===== config.mk =====
export PLATFORM = sky130hd
export DESIGN_NAME = priority_ready_queue_core
export DESIGN_NICKNAME = d
export VERILOG_FILES = /design/src/prq_pkg.sv /design/src/priority_ready_queue_core.sv /design/src/prq_prio_enc.sv
export VERILOG_INCLUDE_DIRS = /design/src /design/src/src
export SDC_FILE = /design/constraint.sdc
export NUM_CORES = 1
export LEC_CHECK = 0
export BUFFER_PORTS_ARGS = -buffer_cell sky130_fd_sc_hd__buf_2
export CAP_MARGIN = 20
export CELL_PAD_IN_SITES_DETAIL_PLACEMENT = 0
export CELL_PAD_IN_SITES_GLOBAL_PLACEMENT = 1
export CORE_ASPECT_RATIO = 1.75
export CORE_MARGIN = 10
export CORE_UTILIZATION = 50
export CTS_CLUSTER_SIZE = 30
export DETAILED_ROUTE_END_ITERATION = 10
export PLACE_DENSITY = 0.85
export SETUP_SLACK_MARGIN = 0.4
export SLEW_MARGIN = 15
export SYNTH_ARGS = -nofsm -noshare
export SYNTH_HDL_FRONTEND = slang
export SYNTH_SLANG_ARGS = --single-unit
export TNS_END_PERCENT = 10

===== constraint.sdc =====
create_clock -name clk -period 5.3 [get_ports clk]
set_clock_uncertainty 0.05 [all_clocks]
set_input_delay 0.53 -clock clk [delete_from_list [all_inputs] [get_ports clk]]
set_output_delay 0.53 -clock clk [all_outputs]
set_load 0.02 [all_outputs]

===== src/priority_ready_queue_core_assert.svh =====
// Assertion macros for the priority ready queue core.
// No dependencies; included by modules that carry concurrent checks.
`ifndef PRIORITY_READY_QUEUE_CORE_ASSERT_SVH
`define PRIORITY_READY_QUEUE_CORE_ASSERT_SVH

`ifndef SYNTH
// check under clock, off while reset is high
`define PRQ_ASSERT(label, clk, rst, prop) \
  label: assert property (@(posedge clk) disable iff (rst) prop) \
    else $error("prq assertion failed");
// check under clock, also active during reset
`define PRQ_ASSERT_ALWAYS(label, clk, prop) \
  label: assert property (@(posedge clk) prop) \
    else $error("prq assertion failed");
`else
`define PRQ_ASSERT(label, clk, rst, prop)
`define PRQ_ASSERT_ALWAYS(label, clk, prop)
`endif

`endif


===== src/prq_pkg.sv =====
// Shared constants for the priority ready queue core: operation codes
// and default sizes. No dependencies.
`default_nettype none

package prq_pkg;

  localparam int KIND_W = 3;

  localparam logic [KIND_W-1:0] KIND_ADD_AUTO = 3'd0;
  localparam logic [KIND_W-1:0] KIND_ADD_HEAD = 3'd1;
  localparam logic [KIND_W-1:0] KIND_ADD_TAIL = 3'd2;
  localparam logic [KIND_W-1:0] KIND_REMOVE   = 3'd3;
  localparam logic [KIND_W-1:0] KIND_ROTATE   = 3'd4;
  localparam logic [KIND_W-1:0] KIND_QUERY    = 3'd5;

  localparam int DEF_PRIO_LEVELS = 32;
  localparam int DEF_MAX_TASKS   = 16;

endpackage

`default_nettype wire


===== src/priority_ready_queue_core.sv =====
// Ready queue core: one linked FIFO of task ids per priority level with a
// bitmap of busy levels. Uses prq_pkg and prq_prio_enc.
//
// One operation word is taken per clock while s_axis_tready is high. A word
// is registered on accept, its list and bitmap update commits as it moves
// to the read stage, and the result word (best level, its head task, and
// head/occupancy of the named level as seen after the operation) lands in
// the output register when the word leaves the read stage.
// Throughput is one word per cycle; s_axis_tready drops only while all
// three stages hold words and m_axis_tready is low. The pointer update and
// the lowest-level encoder on the updated bitmap form the single commit
// stage.
`default_nettype none

module priority_ready_queue_core
  import prq_pkg::*;
#(
  parameter int PRIO_LEVELS = DEF_PRIO_LEVELS,
  parameter int MAX_TASKS   = DEF_MAX_TASKS,
  localparam int TW     = $clog2(MAX_TASKS),
  localparam int PW     = $clog2(PRIO_LEVELS),
  localparam int BW     = $clog2(PRIO_LEVELS + 1),
  localparam int IN_W   = TW + 2 * PW,
  localparam int IN_DW  = ((IN_W + 7) / 8) * 8,
  localparam int OUT_W  = BW + 2 * TW + 2,
  localparam int OUT_DW = ((OUT_W + 7) / 8) * 8
) (
  input  wire logic              clk,
  input  wire logic              rst,
  input  wire logic              s_axis_tvalid,
  output logic                   s_axis_tready,
  // task_id, level, current_prio (from bit 0 up)
  input  wire logic [IN_DW-1:0]  s_axis_tdata,
  // kind
  input  wire logic [KIND_W-1:0] s_axis_tuser,
  output logic                   m_axis_tvalid,
  input  wire logic              m_axis_tready,
  // best_level, best_task, level_head, level_present, level_single
  output logic [OUT_DW-1:0]      m_axis_tdata
);

  localparam logic [BW-1:0] BEST_NONE = BW'(PRIO_LEVELS);

  // input register
  logic              v1;
  logic [KIND_W-1:0] kind1;
  logic [TW-1:0]     t1;
  logic [PW-1:0]     p1;
  logic [PW-1:0]     cur1;

  // read stage
  logic          v2;
  logic [PW-1:0] p2;
  logic          p2_ok;

  // output register
  logic          vo;
  logic [BW-1:0] best_level;
  logic [TW-1:0] best_task;
  logic [TW-1:0] level_head;
  logic          level_present;
  logic          level_single;

  // queue state
  logic [PRIO_LEVELS-1:0] bitmap;
  logic [PRIO_LEVELS-1:0] bitmap_next;
  logic [BW-1:0]          best;
  logic [BW-1:0]          best_next;
  logic [TW-1:0]          level_first [PRIO_LEVELS];
  logic [TW-1:0]          level_last  [PRIO_LEVELS];
  logic [TW-1:0]          link_fwd    [MAX_TASKS];
  logic [TW-1:0]          link_bwd    [MAX_TASKS];

  logic fire1;
  logic mv2;

  assign mv2           = v2 && (!vo || m_axis_tready);
  assign fire1         = v1 && (!v2 || mv2);
  assign s_axis_tready = !v1 || fire1;

  // update logic
  logic          p_ok;
  logic          t_ok;
  logic          on;
  logic          at_tail;
  logic [TW-1:0] f;
  logic [TW-1:0] l;
  logic [TW-1:0] fwd_t;
  logic [TW-1:0] bwd_t;
  logic [TW-1:0] fwd_h;
  logic          first_we;
  logic [TW-1:0] first_wd;
  logic          last_we;
  logic [TW-1:0] last_wd;
  logic          fwd_we;
  logic [TW-1:0] fwd_wa;
  logic [TW-1:0] fwd_wd;
  logic          bwd_we;
  logic [TW-1:0] bwd_wa;
  logic [TW-1:0] bwd_wd;

  always_comb begin
    p_ok    = {1'b0, p1} < (PW + 1)'(PRIO_LEVELS);
    t_ok    = {1'b0, t1} < (TW + 1)'(MAX_TASKS);
    on      = p_ok ? bitmap[p1] : 1'b0;
    f       = level_first[p1];
    l       = level_last[p1];
    fwd_t   = link_fwd[t1];
    bwd_t   = link_bwd[t1];
    fwd_h   = link_fwd[f];
    at_tail = (kind1 == KIND_ADD_TAIL) || ((kind1 == KIND_ADD_AUTO) && (p1 == cur1));

    bitmap_next = bitmap;
    first_we = 1'b0;
    first_wd = t1;
    last_we  = 1'b0;
    last_wd  = t1;
    fwd_we   = 1'b0;
    fwd_wa   = t1;
    fwd_wd   = t1;
    bwd_we   = 1'b0;
    bwd_wa   = t1;
    bwd_wd   = t1;

    if (p_ok) begin
      unique case (kind1)
        KIND_ADD_AUTO, KIND_ADD_HEAD, KIND_ADD_TAIL: begin
          if (t_ok) begin
            if (!on) begin
              first_we        = 1'b1;
              last_we         = 1'b1;
              bitmap_next[p1] = 1'b1;
            end else if (at_tail) begin
              fwd_we  = 1'b1;
              fwd_wa  = l;
              bwd_we  = 1'b1;
              bwd_wd  = l;
              last_we = 1'b1;
            end else begin
              bwd_we   = 1'b1;
              bwd_wa   = f;
              fwd_we   = 1'b1;
              fwd_wd   = f;
              first_we = 1'b1;
            end
          end
        end
        KIND_REMOVE: begin
          if (t_ok && on) begin
            if (f == t1 && l == t1) begin
              bitmap_next[p1] = 1'b0;
            end else if (f == t1) begin
              first_we = 1'b1;
              first_wd = fwd_t;
            end else if (l == t1) begin
              last_we = 1'b1;
              last_wd = bwd_t;
            end else begin
              // unlink from the middle
              fwd_we = 1'b1;
              fwd_wa = bwd_t;
              fwd_wd = fwd_t;
              bwd_we = 1'b1;
              bwd_wa = fwd_t;
              bwd_wd = bwd_t;
            end
          end
        end
        KIND_ROTATE: begin
          if (on && f != l) begin
            first_we = 1'b1;
            first_wd = fwd_h;
            fwd_we   = 1'b1;
            fwd_wa   = l;
            fwd_wd   = f;
            bwd_we   = 1'b1;
            bwd_wa   = f;
            bwd_wd   = l;
            last_we  = 1'b1;
            last_wd  = f;
          end
        end
        default: begin
        end
      endcase
    end
  end

  prq_prio_enc #(
    .N (PRIO_LEVELS)
  ) u_enc (
    .bits   (bitmap_next),
    .lowest (best_next)
  );

  // read stage sees the state committed by its own word
  logic          on2;
  logic [TW-1:0] head2;
  logic [TW-1:0] best_head;

  always_comb begin
    on2       = p2_ok ? bitmap[p2] : 1'b0;
    head2     = level_first[p2];
    best_head = (best < BEST_NONE) ? level_first[best[PW-1:0]] : '0;
  end

  always_ff @(posedge clk) begin
    if (rst) begin
      v1     <= 1'b0;
      v2     <= 1'b0;
      vo     <= 1'b0;
      bitmap <= '0;
      best   <= BEST_NONE;
    end else begin
      if (s_axis_tready) begin
        v1 <= s_axis_tvalid;
      end
      if (!v2 || mv2) begin
        v2 <= fire1;
      end
      if (!vo || m_axis_tready) begin
        vo <= mv2;
      end
      if (fire1) begin
        bitmap <= bitmap_next;
        best   <= best_next;
      end
    end
  end

  always_ff @(posedge clk) begin
    if (s_axis_tvalid && s_axis_tready) begin
      kind1 <= s_axis_tuser;
      t1    <= s_axis_tdata[TW-1:0];
      p1    <= s_axis_tdata[TW+PW-1:TW];
      cur1  <= s_axis_tdata[TW+2*PW-1:TW+PW];
    end
    if (fire1) begin
      p2    <= p1;
      p2_ok <= p_ok;
    end
    if (mv2) begin
      best_level    <= best;
      best_task     <= best_head;
      level_head    <= on2 ? head2 : '0;
      level_present <= on2;
      level_single  <= on2 && (head2 == level_last[p2]);
    end
  end

  always_ff @(posedge clk) begin
    if (fire1 && first_we) begin
      level_first[p1] <= first_wd;
    end
    if (fire1 && last_we) begin
      level_last[p1] <= last_wd;
    end
    if (fire1 && fwd_we) begin
      link_fwd[fwd_wa] <= fwd_wd;
    end
    if (fire1 && bwd_we) begin
      link_bwd[bwd_wa] <= bwd_wd;
    end
  end

  assign m_axis_tvalid = vo;
  assign m_axis_tdata  = OUT_DW'({level_single, level_present, level_head,
                                  best_task, best_level});

  `include "priority_ready_queue_core_assert.svh"

  `PRQ_ASSERT(a_best_none, clk, rst, (bitmap == '0) == (best == BEST_NONE))
  `PRQ_ASSERT(a_best_busy, clk, rst, (best < BEST_NONE) |-> bitmap[best[PW-1:0]])
  `PRQ_ASSERT(a_no_commit_stalled, clk, rst, (v2 && !mv2) |-> !fire1)
  `PRQ_ASSERT_ALWAYS(a_reset_empty, clk, rst |=> (bitmap == '0 && !v2 && !vo))

endmodule

`default_nettype wire


===== src/prq_prio_enc.sv =====
// Lowest-set-bit priority encoder over the level bitmap.
// Returns N when no bit is set. No dependencies.
`default_nettype none

module prq_prio_enc #(
  parameter int N = 32
) (
  input  wire logic [N-1:0]           bits,
  output logic      [$clog2(N+1)-1:0] lowest
);

  localparam int IW = $clog2(N);
  localparam int OW = $clog2(N + 1);

  logic [N-1:0]  isolated;
  logic [IW-1:0] idx;

  // isolate lowest one, then OR together the indexes of the set bit
  always_comb begin
    isolated = bits & (~bits + N'(1));
    idx = '0;
    for (int i = 0; i < N; i++) begin
      if (isolated[i]) begin
        idx = idx | IW'(i);
      end
    end
  end

  assign lowest = (bits == '0) ? OW'(N) : OW'(idx);

endmodule

`default_nettype wire

# Yosys cells after proc, flatten, opt, wreduce, memory -nomap -nowiden
# Memory sizes are Yosys's and may differ from the RTL's. A register that Yosys moved wholly into a read port is not among the register bits.
# Index checks and enable logic that the tools add are counted.
classes:
  n_addsub: 1
  order_cmp: 4
  n_eq_ne: 9
  mux: 201
  bitwise: 5
  reduce_logical: 26
ops:
  columns: ["operator", "n"]
  rows:
  - ["2-to-1 mux 32 bit", 10]
  - ["2-to-1 mux 4 bit", 79]
  - ["2-to-1 mux 5 bit", 20]
  - ["2-to-1 mux 1 bit", 72]
  - ["bitwise AND 32 bit", 2]
  - ["inverter 32 bit", 2]
  - ["case mux 32 bit (2 select lines)", 1]
  - ["adder 32 x 1 -> 32 bit, second input constant", 1]
  - ["zero test 32 bit", 1]
  - ["bitwise OR 32 bit", 1]
  - ["case mux 4 bit (3 select lines)", 2]
  - ["2-to-1 mux 6 bit", 3]
  - ["case mux 4 bit (2 select lines)", 2]
  - ["== test 4 bit", 3]
  - ["< comparator 5 x 6 -> 1 bit, second input constant", 2]
  - ["2-to-1 mux 3 bit", 4]
  - ["logical AND 1 bit", 11]
  - ["binary-select mux 1 bit (select 5 bit)", 2]
  - ["case mux 1 bit (3 select lines)", 3]
  - ["nonzero test 2 bit", 4]
  - ["== test 3 x 2 -> 1 bit, second input constant", 2]
  - ["< comparator 6 bit, second input constant", 1]
  - ["demux 1 bit (select 5 bit)", 1]
  - ["== test 5 bit", 1]
  - ["other kinds (9)", 16]
word_totals:
  reg_bits: 75
  mem_bits_rw: 384
  input_bits: 23
  word_cells: 264
  memories: 4
mem_list:
  columns: ["name", "words", "width", "read_ports", "rd_clocked_by_memory_dff", "wr", "line_no", "source"]
  rows:
  - ["level_first", 32, 4, 3, 3, 1, "priority_ready_queue_core.sv:69", "logic [TW-1:0] level_first [PRIO_LEVELS];"]
  - ["level_last", 32, 4, 2, 2, 1, "priority_ready_queue_core.sv:70", "logic [TW-1:0] level_last [PRIO_LEVELS];"]
  - ["link_bwd", 16, 4, 1, 1, 1, "priority_ready_queue_core.sv:72", "logic [TW-1:0] link_bwd [MAX_TASKS];"]
  - ["link_fwd", 16, 4, 2, 1, 1, "priority_ready_queue_core.sv:71", "logic [TW-1:0] link_fwd [MAX_TASKS];"]

# Depth between registers and ports, before layout
depth:
  word_depth: 49
  depth_mapped: 19
  depth_no_buf: 13

# By module
# From an unflattened synthesis, not the netlist that was laid out.
hier_totals:
  cells_unflattened: 1726
  hier_area_um2: 24679.9
by_module_without_submodules:
  columns: ["module", "instances", "cells_each", "area_each_um2", "seq_area_each_um2"]
  rows:
  - ["priority_ready_queue_core", 1, 1640, 24171.9, 13773.2]
  - ["prq_prio_enc", 1, 86, 508.0, 0.0]

# Least setup slack after synthesis
# Ideal clock, no wire load.
synth_timing:
  path_kind: "flip-flop to flip-flop"
  startpoint: "reg with a tool-made name"
  endpoint: "mem link_fwd[0][0] in the netlist's numbering (enable)"
  arrival_ps: 3850
  path_slack_ps: 1071
  stages_incl_launch_ff: 10
  synth_period_minus_slack_ps: 4229
  path_cell_list: "dfxtp_1 -> clkbuf_1 -> buf_1 -> clkbuf_1 -> mux4_2 -> mux4_2 -> a22oi_1 -> nand2_1 -> or3b_1 -> nor2_1"
synth_lines:
  columns: ["element", "line_no"]
  rows:
  - ["end: declaration", "priority_ready_queue_core.sv:71"]

==> impl_metrics.ini <==
[sta]
final-hold-violation-count = 0
maxSlewHeadroom_pct = 28.5
tightest_slew_ps = 1070
setup-violations-final = 0
drv_slew = 0
rsz0062_at_grt = true
worst_slack_ps = 403
fmax_ghz = 0.204
finalCritPeriodShare_pct = 92.4
setup_tns_ps = 0
layout_min_cycle_time_ps = 4900

[worst_setup_path]
crit_path_end_kind = flip-flop
crit_slowest_cell = mux4_2
criticalPathCategory = flip-flop to flip-flop
ff2ff_path_depth = 13
cp.required_ps = 5490
path_cells = buf_12 -> mux4_1 -> mux4_2 -> mux2i_2 -> xnor2_1 -> nand4_1 -> buf_4 -> nand2_1 -> nor2_2 -> nor3_1 -> nor3_2 -> nand4_1 -> nor2_1
max_stage_delay_ps = 500
start_kind = flip-flop
rrSetupSlack_ps = 400
crit_top_cell = nand4_1
critPathArrivalTime_ps = 5090
cp_max_fo = 46

[finish]
layout-drive-gt1-share_pct = 25.1
area_growth_pct = 10.3
fillerInstances = 4127
fin_util_pct = 55.9
nNetsFinal = 1935
fin_area_sq_um = 28300
num_antenna_cells = 0
final_cell_mix = edfxtp_1, mux4_2, nor2_1, nand2_1, mux2i_1
final_common_cell = edfxtp_1

[global_routing]
grt-ovfl-total = 0
grt_max_degree = 65
grt_pass1_vias = 18300
antenna_found_initial = 0
grt_pass1_wl_microns = 118000
grt_use_total_pct = 26.0

[die]
start_util_pct = 50.6
core_area_sq_um = 50700
die_width_microns = 191
dieHeight_microns = 320
die_area_sq_um = 61200
ios = 41
placementRows = 109

[synth]
netlist_area_sq_um = 25700
ys_seq_area_share_pct = 53.6
synth-seq-cells = 477
async_flop_share_pct = 0
syn_area_per_cell_sq_um = 13.7
synth_cells = 1873
yosys_most_used_dff = edfxtp_1
synth_top_area_share_pct = 49.3
synthDistinctLibCells = 93
yosys_warnings = 0
synth_edf_count = 422
yosys.area.top_type = edfxtp_1
synthTopCellsByArea = edfxtp_1, mux4_2, dfxtp_1
syn_nets = 1896

[clocking]
post-cts-setup-buffers = 0
cts_hold_buf = 0
max-clock-path-buffers = 3
cts_root_buffer = clkbuf_16
clk_pin_slew_ps = 70
clock_sinks = 477
htree_levels = 2
cts_tree = yes
clock_latency_ps = 600
numCtsBuffers = 43

[placement]
io_buffers = 38
place_ws_ps = 301
gp_congestion = 0.993
dpl-instance-area_sq_um = 26900
hpwlAfterDp_microns = 60000

[routing]
num_vias = 17600
drt_iter0_markers = 1732
routed_via_density = 6.76
firstDrtPassIters = 6
ant_nets = 0
routedWlPerCell_microns = 30.6
drc_errors = 0
wirelength_microns = 79800

[status]
status = completed

[hold_path]
whs_path_depth = 1
hold_class = input port to flip-flop

[power]
ir_drop_mv = 0.315
leakage_nw = 9.20
total_power_mw = 8.77
power_density_nw_per_um2 = 309

[flow_run]
max-cap-violations = 0
## cells in the mapped netlist (5+ instances only)
master and n:
edfxtp_1 422, mux4_2 203, nor2_1 187, nand2_1 144, mux2i_1 108, a21oi_1 98
clkbuf_1 82, dfxtp_1 55, o21ai_0 47, a211oi_1 39, a22oi_1 39, nand3_1 35
nor3_1 31, buf_1 29, buf_2 24, o22ai_1 24, mux2_2 22, o211ai_1 17
inv_1 15, nor4_1 15, xnor2_1 14, nand4_1 12, nand2b_1 11, buf_6 10
nor2b_1 10, and2_1 8, a21o_1 7, a31oi_1 7, mux4_1 7, nand3b_1 7
a211o_1 6, a311oi_1 6, or3_1 6, xor2_1 6, and3_1 5, or3b_2 5
## path summary, 6_finish.rpt
path                     from                       end
max                 flip-flop  link_fwd[8][3]$_DFFE_PP_
min          s_axis_tdata[13]         cur1[4]$_DFFE_PP_
max reg2reg         flip-flop  link_fwd[8][3]$_DFFE_PP_
min reg2reg   v1$_SDFFE_PP0P_           v2$_SDFFE_PP0P_
## layer usage
layer,global-route usage (%),share of wire [%],vias up
li1,-,-,7599
met5,0,0,-
met4,19.5,9.0,0
met1,26.7,32,8781
met2,46.5,53,960
met3,4.06,6.2,308
## what timing repair did
item                       in CTS  in global routing
gates resized for setup         3                  5
hold endpoints to repair        0                  0
setup endpoints to repair      78                111
gates cloned                    0                  0
## cell families after synthesis
logic type      Yosys count  share of synthesized area, %
flops                   477                          53.6
mux                     341                          23.7
xor+xnor                 22                         0.809
compound gates          354                          9.33
simple gates            510                          9.40
buf+inv                 169                          3.11
## registers in the layout, summed over array words and instances, names as in the netlist, 3 cells and up, named ones only
| name | cells |
|---|---|
| best | 6 |
| best_level | 6 |
| best_task | 4 |
| bitmap | 32 |
| cur1 | 5 |
| kind1 | 3 |
| level_first | 128 |
| level_head | 4 |
| level_last | 128 |
| link_bwd | 64 |
| link_fwd | 64 |
| p1 | 5 |
| p2 | 5 |
| t1 | 4 |
## per-stage QoR
stage | std cells | hold slack, ps
after floorplan | 1873 | 356
after global placement | 2532 | 425
after detailed placement | 2532 | 454
after CTS | 2611 | 54.8
after global routing | 2612 | 64.3
final | 2612 | 68.4
## report_power, final
group / internal [mW] / switching (mW) / total (mW)
logic: 0.536 / 0.818 / 1.35
registers: 4.20 / 0.0973 / 4.29
clock network: 1.69 / 1.43 / 3.12
total: 6.42 / 2.35 / 8.77
## layout make-up
| type | instances | area, sq um | share of cell area, % |
|---|---|---|---|
| sequential | 477 | 13800 | 48.7 |
| multi-input combinational | 1227 | 11200 | 39.4 |
| clock buffer | 53 | 1160 | 4.11 |
| timing repair buffer | 146 | 1090 | 3.84 |
| tap | 666 | 833 | 2.94 |
| clock inverter | 26 | 229 | 0.808 |
| inverter | 17 | 63.8 | 0.225 |
## worst max-delay path: cells and delay by family (launching register included)
kind	cells	cell delay, ps
AND/OR/NAND/NOR	7	2020
multiplexers	3	1310
buffers and inverters	2	550
flip-flops	1	420
XOR/XNOR	1	150
Note: power is estimated with default switching activity, not from simulation.
